$ cat config.mk
export PLATFORM = sky130hd
export DESIGN_NAME = drop_oldest_descriptor_queue_flat
export DESIGN_NICKNAME = d
export VERILOG_FILES = /design/src/hw/rtl/dodq_pkg.sv /design/src/hw/rtl/dodq_chan_if.sv /design/src/hw/rtl/drop_oldest_descriptor_queue.sv /design/src/hw/rtl/dodq_csr.sv /design/src/hw/rtl/dodq_ctrl.sv /design/src/hw/rtl/dodq_datapath.sv /design/src/flat_wrapper.sv
export SDC_FILE = /design/constraint.sdc
export NUM_CORES = 1
export LEC_CHECK = 0
export BUFFER_PORTS_ARGS = -buffer_cell sky130_fd_sc_hd__buf_2
export CORE_MARGIN = 5
export CORE_UTILIZATION = 35
export CTS_BUF_LIST = sky130_fd_sc_hd__clkbuf_4 sky130_fd_sc_hd__clkbuf_8
export DETAILED_ROUTE_END_ITERATION = 7
export GPL_TIMING_DRIVEN = 1
export PLACE_DENSITY = 0.61
export SLEW_MARGIN = 15
export SYNTH_ARGS = -nofsm -noshare
export SYNTH_HDL_FRONTEND = slang
export SYNTH_SLANG_ARGS = --single-unit
$ cat constraint.sdc
create_clock -name clock -period 5.51 [get_ports clock]
set_clock_uncertainty 0.15 [all_clocks]
set_input_delay 0.8265 -clock clock [delete_from_list [all_inputs] [get_ports clock]]
set_output_delay 0.8265 -clock clock [all_outputs]
set_load 0.05 [all_outputs]
$ cat src/hw/rtl/dodq_pkg.sv
// Shared constants, codes and types of the drop-oldest descriptor queue.
`default_nettype none

package dodq_pkg;

   localparam int SLOTS_DEFAULT = 4;

   localparam int FUNC_W     = 2;
   localparam int LEN_IN_W   = 24;
   localparam int LEN_W      = 21;
   localparam int GAIN_W     = 8;
   localparam int FSIZE_W    = 5;
   localparam int QUAL_W     = 6;
   localparam int STATUS_W   = 2;
   localparam int SLOT_OUT_W = 2;
   localparam int DEPTH_W    = 3;
   localparam int BYTES_W    = 23;
   localparam int TOTAL_W    = 32;
   localparam int CSR_ADDR_W = 3;
   localparam int CSR_DATA_W = 32;

   localparam logic [LEN_W-1:0] CAP_RESET = LEN_W'(400 * 1024);

   localparam logic [FUNC_W-1:0] FUNC_ENQUEUE = 2'd0;
   localparam logic [FUNC_W-1:0] FUNC_PEEK    = 2'd1;
   localparam logic [FUNC_W-1:0] FUNC_RELEASE = 2'd2;

   localparam logic [STATUS_W-1:0] ST_OK        = 2'd0;
   localparam logic [STATUS_W-1:0] ST_INVALID   = 2'd1;
   localparam logic [STATUS_W-1:0] ST_TOO_LARGE = 2'd2;
   localparam logic [STATUS_W-1:0] ST_EMPTY     = 2'd3;

   localparam logic CSR_IDX_CAPACITY = 1'b0;

   typedef struct packed {
      logic [FUNC_W-1:0]   func;
      logic                payload_present;
      logic [LEN_IN_W-1:0] payload_length;
      logic [GAIN_W-1:0]   sensor_gain;
      logic                infrared_on;
      logic [FSIZE_W-1:0]  frame_size_code;
      logic [QUAL_W-1:0]   jpeg_quality;
   } req_word_type;

   typedef struct packed {
      logic [STATUS_W-1:0]   status;
      logic [SLOT_OUT_W-1:0] slot_index;
      logic [LEN_W-1:0]      entry_length;
      logic [GAIN_W-1:0]     entry_gain;
      logic                  entry_infrared;
      logic [FSIZE_W-1:0]    entry_frame_size;
      logic [QUAL_W-1:0]     entry_quality;
      logic [DEPTH_W-1:0]    depth;
      logic [BYTES_W-1:0]    bytes_held;
      logic [TOTAL_W-1:0]    dropped_total;
      logic [TOTAL_W-1:0]    drained_total;
   } rsp_word_type;

   typedef struct packed {
      logic [LEN_W-1:0]   len;
      logic [GAIN_W-1:0]  gain;
      logic               infrared;
      logic [FSIZE_W-1:0] frame_size;
      logic [QUAL_W-1:0]  quality;
   } desc_type;

   typedef struct packed {
      logic load;
      logic commit;
   } ctrl_cmd_type;

   typedef struct packed {
      logic out_free;
   } ctrl_stat_type;

endpackage

`default_nettype wire

$ cat src/hw/rtl/dodq_chan_if.sv
// Valid/ready channel interface carrying one word of a given payload type.
`default_nettype none

interface dodq_chan_if #(
   parameter type payload_type = logic
);
   logic        valid;
   logic        ready;
   payload_type payload;

   modport source (output valid, output payload, input ready);
   modport sink (input valid, input payload, output ready);
endinterface

`default_nettype wire

$ cat src/hw/rtl/drop_oldest_descriptor_queue.sv
// Top level of the drop-oldest descriptor queue.
// Each request word (enqueue, peek oldest, release oldest) gives exactly one result word.
// A word is taken while the controller is idle, and the descriptor at the tail is read
// from the store into a register as it is taken; the result register is loaded from it once
// the result side is free, and no new word is taken before that load. The result
// register frees the request side: a new word is taken while the previous result waits,
// and a result is held back only while the one before it has not been taken. The slot
// capacity register sits at byte address 0 of the configuration port; no clearing pass
// follows reset.
`default_nettype none

module drop_oldest_descriptor_queue import dodq_pkg::*; #(
   parameter int SLOTS = SLOTS_DEFAULT
) (
   input  wire logic                  clock,
   input  wire logic                  reset,
   dodq_chan_if.sink                  req_chan,
   dodq_chan_if.source                rsp_chan,
   input  wire logic                  csr_psel,
   input  wire logic                  csr_penable,
   input  wire logic                  csr_pwrite,
   input  wire logic [CSR_ADDR_W-1:0] csr_paddr,
   input  wire logic [CSR_DATA_W-1:0] csr_pwdata,
   output      logic [CSR_DATA_W-1:0] csr_prdata,
   output      logic                  csr_pready
);

   ctrl_cmd_type     cmd;
   ctrl_stat_type    stat;
   logic [LEN_W-1:0] capacity;
   logic             req_ready;
   logic             rsp_valid;
   rsp_word_type     rsp_word;

   assign req_chan.ready   = req_ready;
   assign rsp_chan.valid   = rsp_valid;
   assign rsp_chan.payload = rsp_word;

   dodq_csr u_csr (
      .clock       (clock),
      .reset       (reset),
      .csr_psel    (csr_psel),
      .csr_penable (csr_penable),
      .csr_pwrite  (csr_pwrite),
      .csr_paddr   (csr_paddr),
      .csr_pwdata  (csr_pwdata),
      .csr_prdata  (csr_prdata),
      .csr_pready  (csr_pready),
      .capacity    (capacity)
   );

   dodq_ctrl u_ctrl (
      .clock     (clock),
      .reset     (reset),
      .req_valid (req_chan.valid),
      .req_ready (req_ready),
      .stat      (stat),
      .cmd       (cmd)
   );

   dodq_datapath #(
      .SLOTS (SLOTS)
   ) u_datapath (
      .clock     (clock),
      .reset     (reset),
      .cmd       (cmd),
      .stat      (stat),
      .req_word  (req_chan.payload),
      .capacity  (capacity),
      .rsp_valid (rsp_valid),
      .rsp_ready (rsp_chan.ready),
      .rsp_word  (rsp_word)
   );

endmodule

`default_nettype wire

$ cat src/hw/rtl/dodq_csr.sv
// APB-style configuration register holding the slot capacity.
`default_nettype none

module dodq_csr import dodq_pkg::*; (
   input  wire logic                  clock,
   input  wire logic                  reset,
   input  wire logic                  csr_psel,
   input  wire logic                  csr_penable,
   input  wire logic                  csr_pwrite,
   input  wire logic [CSR_ADDR_W-1:0] csr_paddr,
   input  wire logic [CSR_DATA_W-1:0] csr_pwdata,
   output      logic [CSR_DATA_W-1:0] csr_prdata,
   output      logic                  csr_pready,
   output      logic [LEN_W-1:0]      capacity
);

   logic [LEN_W-1:0] capacity_ff;
   logic [LEN_W-1:0] capacity_in;
   logic             hit;

   assign hit        = (csr_paddr[2] == CSR_IDX_CAPACITY);
   assign csr_pready = 1'b1;
   assign capacity   = capacity_ff;

   always_comb begin
      capacity_in = capacity_ff;
      if (csr_psel && csr_penable && csr_pwrite && hit) begin
         capacity_in = csr_pwdata[LEN_W-1:0];
      end
   end

   always_comb begin
      csr_prdata = '0;
      if (hit) begin
         csr_prdata = CSR_DATA_W'(capacity_ff);
      end
   end

   always_ff @(posedge clock) begin
      if (reset) begin
         capacity_ff <= CAP_RESET;
      end else begin
         capacity_ff <= capacity_in;
      end
   end

endmodule

`default_nettype wire

$ cat src/hw/rtl/dodq_ctrl.sv
// Controller sequencing capture, store read and commit of each word.
`default_nettype none

module dodq_ctrl import dodq_pkg::*; (
   input  wire logic          clock,
   input  wire logic          reset,
   input  wire logic          req_valid,
   output      logic          req_ready,
   input  wire ctrl_stat_type stat,
   output      ctrl_cmd_type  cmd
);

   localparam logic S_IDLE   = 1'b0;
   localparam logic S_COMMIT = 1'b1;

   logic state_ff;
   logic state_in;

   assign req_ready  = (state_ff == S_IDLE);
   assign cmd.load   = req_valid && req_ready;
   assign cmd.commit = (state_ff == S_COMMIT) && stat.out_free;

   always_comb begin
      state_in = state_ff;
      case (state_ff)
         S_IDLE: begin
            if (cmd.load) begin
               state_in = S_COMMIT;
            end
         end
         S_COMMIT: begin
            if (stat.out_free) begin
               state_in = S_IDLE;
            end
         end
         default: begin
            state_in = S_IDLE;
         end
      endcase
   end

   always_ff @(posedge clock) begin
      if (reset) begin
         state_ff <= S_IDLE;
      end else begin
         state_ff <= state_in;
      end
   end

endmodule

`default_nettype wire

$ cat src/hw/rtl/dodq_datapath.sv
// Datapath: ring pointers, counters, descriptor store and result register.
`default_nettype none

module dodq_datapath import dodq_pkg::*; #(
   parameter int SLOTS = SLOTS_DEFAULT
) (
   input  wire logic          clock,
   input  wire logic          reset,
   input  wire ctrl_cmd_type  cmd,
   output      ctrl_stat_type stat,
   input  wire req_word_type  req_word,
   input  wire logic [LEN_W-1:0] capacity,
   output      logic          rsp_valid,
   input  wire logic          rsp_ready,
   output      rsp_word_type  rsp_word
);

   localparam int PTR_W = $clog2(SLOTS);
   localparam int CNT_W = $clog2(SLOTS + 1);
   localparam logic [PTR_W-1:0] LAST_SLOT  = PTR_W'(SLOTS - 1);
   localparam logic [CNT_W-1:0] FULL_COUNT = CNT_W'(SLOTS);

   logic [PTR_W-1:0]   head_ff, head_in;
   logic [PTR_W-1:0]   tail_ff, tail_in;
   logic [CNT_W-1:0]   count_ff, count_in;
   logic [BYTES_W-1:0] bytes_ff, bytes_in;
   logic [TOTAL_W-1:0] drops_ff, drops_in;
   logic [TOTAL_W-1:0] drains_ff, drains_in;
   logic               rsp_valid_ff, rsp_valid_in;
   rsp_word_type       rsp_ff, rsp_in;
   req_word_type       req_ff;
   desc_type           rd_ff;
   desc_type           store [SLOTS];

   logic               wr_en;
   desc_type           wr_desc;
   logic [STATUS_W-1:0] status;
   logic [PTR_W-1:0]   slot_sel;
   desc_type           shown;

   function automatic logic [PTR_W-1:0] next_ptr(input logic [PTR_W-1:0] p);
      return (p == LAST_SLOT) ? '0 : p + 1'b1;
   endfunction

   assign stat.out_free = !rsp_valid_ff || rsp_ready;
   assign rsp_valid     = rsp_valid_ff;
   assign rsp_word      = rsp_ff;

   assign wr_desc.len        = req_ff.payload_length[LEN_W-1:0];
   assign wr_desc.gain       = req_ff.sensor_gain;
   assign wr_desc.infrared   = req_ff.infrared_on;
   assign wr_desc.frame_size = req_ff.frame_size_code;
   assign wr_desc.quality    = req_ff.jpeg_quality;

   always_comb begin
      head_in   = head_ff;
      tail_in   = tail_ff;
      count_in  = count_ff;
      bytes_in  = bytes_ff;
      drops_in  = drops_ff;
      drains_in = drains_ff;
      wr_en     = 1'b0;
      status    = ST_OK;
      slot_sel  = '0;
      shown     = '0;
      if (cmd.commit) begin
         case (req_ff.func)
            FUNC_ENQUEUE: begin
               if (!req_ff.payload_present || req_ff.payload_length == '0) begin
                  status = ST_INVALID;
               end else if (req_ff.payload_length > LEN_IN_W'(capacity)) begin
                  status = ST_TOO_LARGE;
               end else begin
                  slot_sel = head_ff;
                  bytes_in = bytes_ff + BYTES_W'(wr_desc.len);
                  if (count_ff == FULL_COUNT) begin
                     tail_in  = next_ptr(tail_ff);
                     drops_in = drops_ff + 1'b1;
                     bytes_in = bytes_ff + BYTES_W'(wr_desc.len) - BYTES_W'(rd_ff.len);
                  end else begin
                     count_in = count_ff + 1'b1;
                  end
                  head_in = next_ptr(head_ff);
                  wr_en   = 1'b1;
               end
            end
            FUNC_PEEK, FUNC_RELEASE: begin
               if (count_ff == '0) begin
                  status = ST_EMPTY;
               end else begin
                  slot_sel = tail_ff;
                  if (req_ff.func == FUNC_PEEK) begin
                     shown = rd_ff;
                  end else begin
                     bytes_in  = bytes_ff - BYTES_W'(rd_ff.len);
                     tail_in   = next_ptr(tail_ff);
                     count_in  = count_ff - 1'b1;
                     drains_in = drains_ff + 1'b1;
                  end
               end
            end
            default: begin
               status = ST_INVALID;
            end
         endcase
      end
   end

   always_comb begin
      rsp_in       = rsp_ff;
      rsp_valid_in = rsp_valid_ff && !rsp_ready;
      if (cmd.commit) begin
         rsp_valid_in            = 1'b1;
         rsp_in.status           = status;
         rsp_in.slot_index       = SLOT_OUT_W'(slot_sel);
         rsp_in.entry_length     = shown.len;
         rsp_in.entry_gain       = shown.gain;
         rsp_in.entry_infrared   = shown.infrared;
         rsp_in.entry_frame_size = shown.frame_size;
         rsp_in.entry_quality    = shown.quality;
         rsp_in.depth            = DEPTH_W'(count_in);
         rsp_in.bytes_held       = bytes_in;
         rsp_in.dropped_total    = drops_in;
         rsp_in.drained_total    = drains_in;
      end
   end

   always_ff @(posedge clock) begin
      if (wr_en) begin
         store[head_ff] <= wr_desc;
      end
      if (cmd.load) begin
         rd_ff  <= store[tail_ff];
         req_ff <= req_word;
      end
      rsp_ff <= rsp_in;
   end

   always_ff @(posedge clock) begin
      if (reset) begin
         head_ff      <= '0;
         tail_ff      <= '0;
         count_ff     <= '0;
         bytes_ff     <= '0;
         drops_ff     <= '0;
         drains_ff    <= '0;
         rsp_valid_ff <= 1'b0;
      end else begin
         head_ff      <= head_in;
         tail_ff      <= tail_in;
         count_ff     <= count_in;
         bytes_ff     <= bytes_in;
         drops_ff     <= drops_in;
         drains_ff    <= drains_in;
         rsp_valid_ff <= rsp_valid_in;
      end
   end

`ifndef SYNTHESIS
   a_count_bound: assert property (@(posedge clock) disable iff (reset)
      count_ff <= FULL_COUNT)
      else $error("entry count exceeds the ring size");

   a_ptr_meet: assert property (@(posedge clock) disable iff (reset)
      (count_ff == '0 || count_ff == FULL_COUNT) |-> head_ff == tail_ff)
      else $error("head and tail disagree with the entry count");

   a_empty_bytes: assert property (@(posedge clock) disable iff (reset)
      count_ff == '0 |-> bytes_ff == '0)
      else $error("bytes held while the ring is empty");

   a_commit_shows: assert property (@(posedge clock) disable iff (reset)
      cmd.commit |=> rsp_valid_ff)
      else $error("committed word not presented on the result channel");
`endif

endmodule

`default_nettype wire

$ cat src/flat_wrapper.sv
// flat-port wrapper written by rule: the top's interface ports become plain ports
module drop_oldest_descriptor_queue_flat import dodq_pkg::*;
#(
   parameter int SLOTS = SLOTS_DEFAULT
)
  (clock, reset, csr_psel, csr_penable, csr_pwrite, csr_paddr, csr_pwdata, csr_prdata, csr_pready, req_chan_valid, req_chan_payload, req_chan_ready, rsp_chan_valid, rsp_chan_payload, rsp_chan_ready);
  dodq_chan_if #(.payload_type(req_word_type)) req_chan_i ();
  dodq_chan_if #(.payload_type(rsp_word_type)) rsp_chan_i ();
  input  wire logic clock;
  input  wire logic reset;
  input  wire logic csr_psel;
  input  wire logic csr_penable;
  input  wire logic csr_pwrite;
  input  wire logic [CSR_ADDR_W-1:0] csr_paddr;
  input  wire logic [CSR_DATA_W-1:0] csr_pwdata;
  output      logic [CSR_DATA_W-1:0] csr_prdata;
  output      logic csr_pready;
  input wire logic [$bits(req_chan_i.valid)-1:0] req_chan_valid;
  input wire logic [$bits(req_chan_i.payload)-1:0] req_chan_payload;
  output wire logic [$bits(req_chan_i.ready)-1:0] req_chan_ready;
  output wire logic [$bits(rsp_chan_i.valid)-1:0] rsp_chan_valid;
  output wire logic [$bits(rsp_chan_i.payload)-1:0] rsp_chan_payload;
  input wire logic [$bits(rsp_chan_i.ready)-1:0] rsp_chan_ready;
  assign req_chan_i.valid = req_chan_valid;
  assign req_chan_i.payload = req_chan_payload;
  assign req_chan_ready = req_chan_i.ready;
  assign rsp_chan_valid = rsp_chan_i.valid;
  assign rsp_chan_payload = rsp_chan_i.payload;
  assign rsp_chan_i.ready = rsp_chan_ready;
  drop_oldest_descriptor_queue #(.SLOTS(SLOTS)) u_core (.clock(clock), .reset(reset), .req_chan(req_chan_i), .rsp_chan(rsp_chan_i), .csr_psel(csr_psel), .csr_penable(csr_penable), .csr_pwrite(csr_pwrite), .csr_paddr(csr_paddr), .csr_pwdata(csr_pwdata), .csr_prdata(csr_prdata), .csr_pready(csr_pready));
endmodule
# Word level (Yosys, flattened, before mapping)

Memories as Yosys holds them, arrays and structs flattened. A register that Yosys moved wholly into a read port is not among the register bits.
Cells that the tools add are included.
Widths: inputs -> output; s select.

Logic and storage cells: 123
RAM bits: 164
Memories: 1
Output and inout bits: 170
Bits in registers: 299
Input bits: 89

Bitwise gates (word level): 6
Multiplexer cells: 50
Equality and inequality tests: 10
Add/subtract/negate cells: 9
Reduce and logical (&&, ||, !) cells: 19
Magnitude comparators: 1

Memories:

| memory                  | depth | bits a word | rd ports | clocked after Yosys merged registers in | wr ports | line                | source |
|---|---|---|---|---|---|---|---|
| u_core.u_datapath.store | 4     | 41          | 1        | 1                                       | 1        | dodq_datapath.sv:33 | `desc_type store [SLOTS];` |

Operators by type and width:

| kind                  | count |
|---|---|
| $mux 32               | 9 |
| $mux 23               | 6 |
| $add 32x1->32 const B | 2 |
| $pmux 23 s2           | 1 |
| $sub 23x21->23        | 2 |
| $mux 2                | 13 |
| $gt 24x21->1          | 1 |
| $logic_not 24->1      | 1 |
| $add 23x21->23        | 1 |
| $mux 21               | 1 |
| $mux 3                | 6 |
| $pmux 2 s2            | 3 |
| $ne 2x2->1 const B    | 5 |
| $mux 1                | 9 |
| $reduce_and 7->1      | 1 |
| $eq 2x2->1 const B    | 3 |
| $logic_and 1x1->1     | 6 |
| $not 1->1             | 6 |
| $pmux 3 s2            | 1 |
| $add 2x1->2 const B   | 2 |
| $reduce_and 4->1      | 1 |
| $add 3x1->3 const B   | 1 |
| $eq 3x3->1 const B    | 1 |
| $logic_not 1->1       | 3 |
| 9 further kinds       | 10 |

# Longest topological paths before layout

Depth after elaboration: 7
Mapped depth: 18

# Cells and area by module

Synthesis repeated with hierarchy kept, for this count alone.

Cells, all modules: 1749
Area, all modules: 22864.4 um2

By module, submodules not included:

| module        | area an instance (um2) | times used | cells each |
|---|---|---|---|
| dodq_datapath | 21618.2                | 1          | 1614 |
| dodq_csr      | 1193.6                 | 1          | 129 |
| dodq_ctrl     | 52.6                   | 1          | 6 |

# Worst setup path after synthesis

OpenSTA, ideal clock, no wires.

Path type: input to register
Start: in rsp_chan_ready
End: reg u_core.u_datapath.rsp_ff, in the netlist u_core.u_datapath.rsp_word[71] (data pin)
Stages: 9
Buffers on the path: 3
Path slack: 0.020 ns
Arrival: 5.075 ns
Cell sequence: nand2b_1 > nand2_1 > inv_1 > nand2b_1 > clkbuf_1 > clkbuf_1 > clkbuf_1 > a222oi_1 > inv_1

RTL lines:

| item                 | line                 | source |
|---|---|---|
| start, declared      | flat_wrapper.sv:23   | `input wire logic [$bits(rsp_chan_i.ready)-1:0] rsp_chan_ready;` |
| end signal, assigned | dodq_datapath.sv:136 | `rsp_ff <= rsp_in;` |
| end, declared        | dodq_datapath.sv:30  | `rsp_word_type rsp_ff, rsp_in;` |

# Final worst setup path

Start: reg u_core.u_datapath.req_ff[20] (netlist name)
End: reg u_core.u_datapath.bytes_ff[22]

Cells in the longest elaborated chain, start to end: 7
Elaborated cells on any way between the ends: 10
Classes of those cells: 2 x add/sub; 1 x order compare; 5 x mux; 2 x reduce/logical

RTL lines:

| item                   | line                                     | source |
|---|---|---|
| start, declared        | dodq_datapath.sv:31                      | `req_word_type req_ff;` |
| start signal, assigned | dodq_datapath.sv:134                     | `req_ff <= req_word;` |
| $add 23x21->23         | dodq_datapath.sv:75, dodq_datapath.sv:79 |  |
| $sub 23x21->23         | dodq_datapath.sv:79                      | `bytes_in = bytes_ff + BYTES_W'(wr_desc.len) - BYTES_W'(rd_ff.len);` |
| $mux 23                | dodq_datapath.sv:76                      | `if (count_ff == FULL_COUNT) begin` |
| $mux 23                | dodq_datapath.sv:71                      | `end else if (req_ff.payload_length > LEN_IN_W'(capacity)) begin` |
| $mux 23 (*)            | dodq_datapath.sv:69                      | `if (!req_ff.payload_present \|\| req_ff.payload_length == '0) begin` |
| $pmux 23 s2 (*)        | dodq_datapath.sv:67                      | `case (req_ff.func)` |
| $mux 23 (*)            | dodq_datapath.sv:66                      | `if (cmd.commit) begin` |
| end signal, assigned   | dodq_datapath.sv:152                     | `bytes_ff <= bytes_in;` |
| end, declared          | dodq_datapath.sv:26                      | `logic [BYTES_W-1:0] bytes_ff, bytes_in;` |

Every way passes the cells marked *; elsewhere a longest branch is shown, timed or not.
A chain may end at the register's enable or synchronous reset.

==> impl_metrics.tcl <==
set metrics [dict create \
    syn-cell-area_um2 22900 \
    ys_types 80 \
    start_util 0.354 \
    dp_slack_ps 206 \
    finalNetCount 2292 \
    yosysSeqAreaShare 0.609 \
    clkTransAtPathRegs_ps 70 \
    synth_warnings 0 \
    max_freq_mhz 194 \
    yosys_register_bits 504 \
    max-vdd-ir-drop_mv 0.163 \
    grt_pass1_vias 15442 \
    port-buffer-count 233 \
    gr-usage-all-layers 0.165 \
    finalCritPeriodShare 0.934 \
    path_class "register to register" \
    dr.pass1.iters 7 \
    cts_sinks 504 \
    cts-buffers-inserted 85 \
    wirelength_mm 60.3 \
    setup_ws_ps 365 \
    antenna_found_initial 7 \
    tightest_slew_ps 1130 \
    drc 0 \
    fp.dieW_um 266 \
    cts_root_buf "clkbuf_8" \
    path_cells "ha_1 > fa_2 > a211oi_2 > nor2_1 > a2111oi_2 > buf_4 > o21bai_1 > a21oi_1 > xnor2_1 > ha_1 > a21o_1 > a21oi_1 > a2bb2oi_1 > a31oi_1 > a2111oi_1 > xnor2_1 > or4_1 > a31oi_1" \
    place_congestion 0.910 \
    grt_use_met1 0.221 \
    cp.required_ps 5940 \
    rsz0062_at_grt "no" \
    grt_pass1_wl_mm 91.3 \
    max-cap-violations 0 \
    drtIter0Drc 1170 \
    timing.rr.start "u_core.u_datapath.req_ff[20]" \
    cts_tree "done" \
    grt-ovfl-total 0 \
    core_area_um2 64700 \
    power_frac_seq 0.499 \
    die_area_um2 70700 \
    switchingPower_w 0.00219 \
    pwr-share-comb 0.091 \
    status "completed" \
    placement_rows 93 \
    critPathTopFamily "compound AO/OA/AOI/OAI gates" \
    grt_max_degree 84 \
    clock_latency_ps 680 \
    worstSetupStartpointType "register" \
    synth_top_flop_cell "edfxtp_1" \
    avgRoutedWirePerCell_um 19.9 \
    sw_frac_of_total 0.256 \
    cpPeakStageDelay_ps 450 \
    die_h_um 266 \
    syn_avg_cell_area_um2 12.7 \
    end_kind "register" \
    finalHoldViolCount 0 \
    via_count 15621 \
    dp_cells 2869 \
    area_growth_pct 18.1 \
    use_met3 0.0441 \
    powerDensity_nw_per_um2 316 \
    synth-async-reset-ratio 0 \
    fin_crit_ps 5140 \
    synth_edf_count 387 \
    cp.arrival_ps 5570 \
    maxSlewViolCount 0 \
    setup_viol 0 \
    fin_tns_setup_ps 0 \
    synthCells 1807 \
    min_from "req_chan_payload[26]" \
    h-tree-depth 3 \
    hold_class "input pin to register" \
    cp_num_buf_inv 1 \
    dp_hpwl_mm 42.2 \
    met2_usage 0.266 \
    drtAntennaViolNets 0 \
    relSlewSlack 0.245 \
    vias_per_cell 5.16 \
    io_pins 259 \
    leakagePower_nw 10.3 \
    finalNonFillerCells 3030 \
    hold_buffers 0 \
    crit_start "u_core.u_datapath.req_ff[20]" \
    clockPowerShare 0.410 \
    cp_max_fo 5 \
    grt_busiest_layer "met2" \
    p_int_w 0.00636 \
    slowest_stage "or4_1" \
    clk_path_buf_depth 3 \
    drive_above_1_share 0.227 \
]
==> layer usage <==
layer  routed length [um]  up-vias  part of all wire
met1                26300     7605              0.44
met3                 4090      123             0.068
met5                   37        -           0.00061
met2                28300      532              0.47
li1                     -     7355                 -
met4                 1610        6             0.027
==> synthesized netlist by cell type (all sizes together), types with 6 or more instances <==
cell type,number,area share
a211oi,18,0.0061
a211o,6,0.0023
a31oi,16,0.0044
nand2b,17,0.0046
xnor2,62,0.024
nand3,38,0.0088
ha,98,0.054
dfxtp,117,0.10
a2111oi,7,0.0035
mux4,41,0.040
nand4,44,0.012
clkbuf,58,0.0095
nand2,122,0.020
nor2b,76,0.021
and2,21,0.0057
and3,62,0.017
mux2i,12,0.0052
nor2,115,0.019
o211ai,9,0.0029
or3,15,0.0041
or2,8,0.0022
nor4,11,0.0030
o21bai,6,0.0020
o21ai,47,0.010
inv,82,0.013
buf,17,0.0055
edfxtp,387,0.51
nor3,25,0.0055
a21oi,103,0.022
o21a,16,0.0052
a21o,26,0.0085
a22oi,9,0.0029
xor2,33,0.013
==> placed cells by master, fill, tap and decap left out, types with 17 or more instances in the layout <==
| master | count |
|---|---|
| nand4_1 | 44 |
| a21oi_1 | 103 |
| mux4_2 | 41 |
| dfxtp_1 | 114 |
| edfxtp_1 | 387 |
| clkbuf_8 | 91 |
| buf_2 | 232 |
| buf_4 | 36 |
| nand2_1 | 122 |
| ha_1 | 98 |
| o21ai_0 | 45 |
| nor3_1 | 25 |
| nand2b_1 | 17 |
| nand3_1 | 37 |
| xor2_1 | 33 |
| and3_1 | 62 |
| nor2b_1 | 75 |
| xnor2_1 | 62 |
| nor2_1 | 114 |
| clkbuf_4 | 30 |
| inv_1 | 81 |
| a21o_1 | 26 |
==> power by group through the flow <==
stage | sequential [W] | combinational, W | clock [W]
after global placement | 0.00435 | 0.000766 | 0
final | 0.00427 | 0.000777 | 0.00351
after CTS | 0.00427 | 0.000780 | 0.00363
after global routing | 0.00428 | 0.000834 | 0.00380
after floorplan | 0.00454 | 0.000354 | 0
after detailed placement | 0.00435 | 0.000778 | 0
==> worst paths after layout <==
path / slack [ps] / cells after the start / end
worst max register to register: 370 / 18 / u_core.u_datapath.bytes_ff[22]
worst min-delay path: 170 / 1 / u_core.u_datapath.req_ff[26]
worst max-delay path: 370 / 18 / u_core.u_datapath.bytes_ff[22]
worst min register to register: 310 / 2 / u_core.u_csr.capacity[7]
==> sequential cells by signal (all words and copies together), names as in the netlist <==
name,cells
u_core.u_datapath.rsp_word,135
u_core.u_datapath.store,164
u_core.u_datapath.rsp_valid,1
u_core.u_datapath.bytes_ff,23
u_core.u_datapath.req_ff,47
u_core.u_datapath.drops_ff,32
u_core.u_datapath.drains_ff,32
u_core.u_datapath.count_ff,3
u_core.u_datapath.tail_ff,2
u_core.u_ctrl.state_ff,1
u_core.u_datapath.rd_ff,41
u_core.u_csr.capacity,21
u_core.u_datapath.head_ff,2
==> cell type report <==
type | instances | area [um2]
Multi-Input combinational cell | 1155 | 8370
Clock buffer | 121 | 1480
Tap cell | 855 | 1070
Antenna cell | 2 | 5.00
Fill cell | 6122 | 37600
Clock inverter | 37 | 334
Inverter | 83 | 317
Sequential cell | 504 | 14000
Timing Repair Buffer | 273 | 1530
==> per-stage QoR <==
stage | total power, W | instance area, um2 | utilization | hold slack (ps)
global route | 0.00891 | 27100 | 0.418 | 102
floorplan | 0.00489 | 23000 | - | 286
finish | 0.00856 | 27100 | 0.418 | 167
global placement | 0.00511 | 25200 | 0.390 | 292
CTS | 0.00868 | 27000 | 0.418 | 99.7
detailed placement | 0.00513 | 25200 | 0.390 | 300
==> cells by family (layout without fill, tap and decap cells) <==
kind of cell	count (synthesis)	after routing	share of synthesized area
xor gates and xnor gates	95	95	0.0363
other	2	14	0.000328
DFF	504	504	0.609
AOI/OAI and AO/OA	320	320	0.0932
and+or+nand+nor	569	569	0.128
adders and majority gates	101	101	0.0561
muxes	58	58	0.0480
buffers and inverters	158	514	0.0286
==> repair_timing <==
action	4_1_cts	5_1_grt
resized for setup	0	9
endpoints found under the hold margin	0	0
setup endpoints to repair	0	4
buffers inserted	0	1
(Power assumes the default switching activity.)
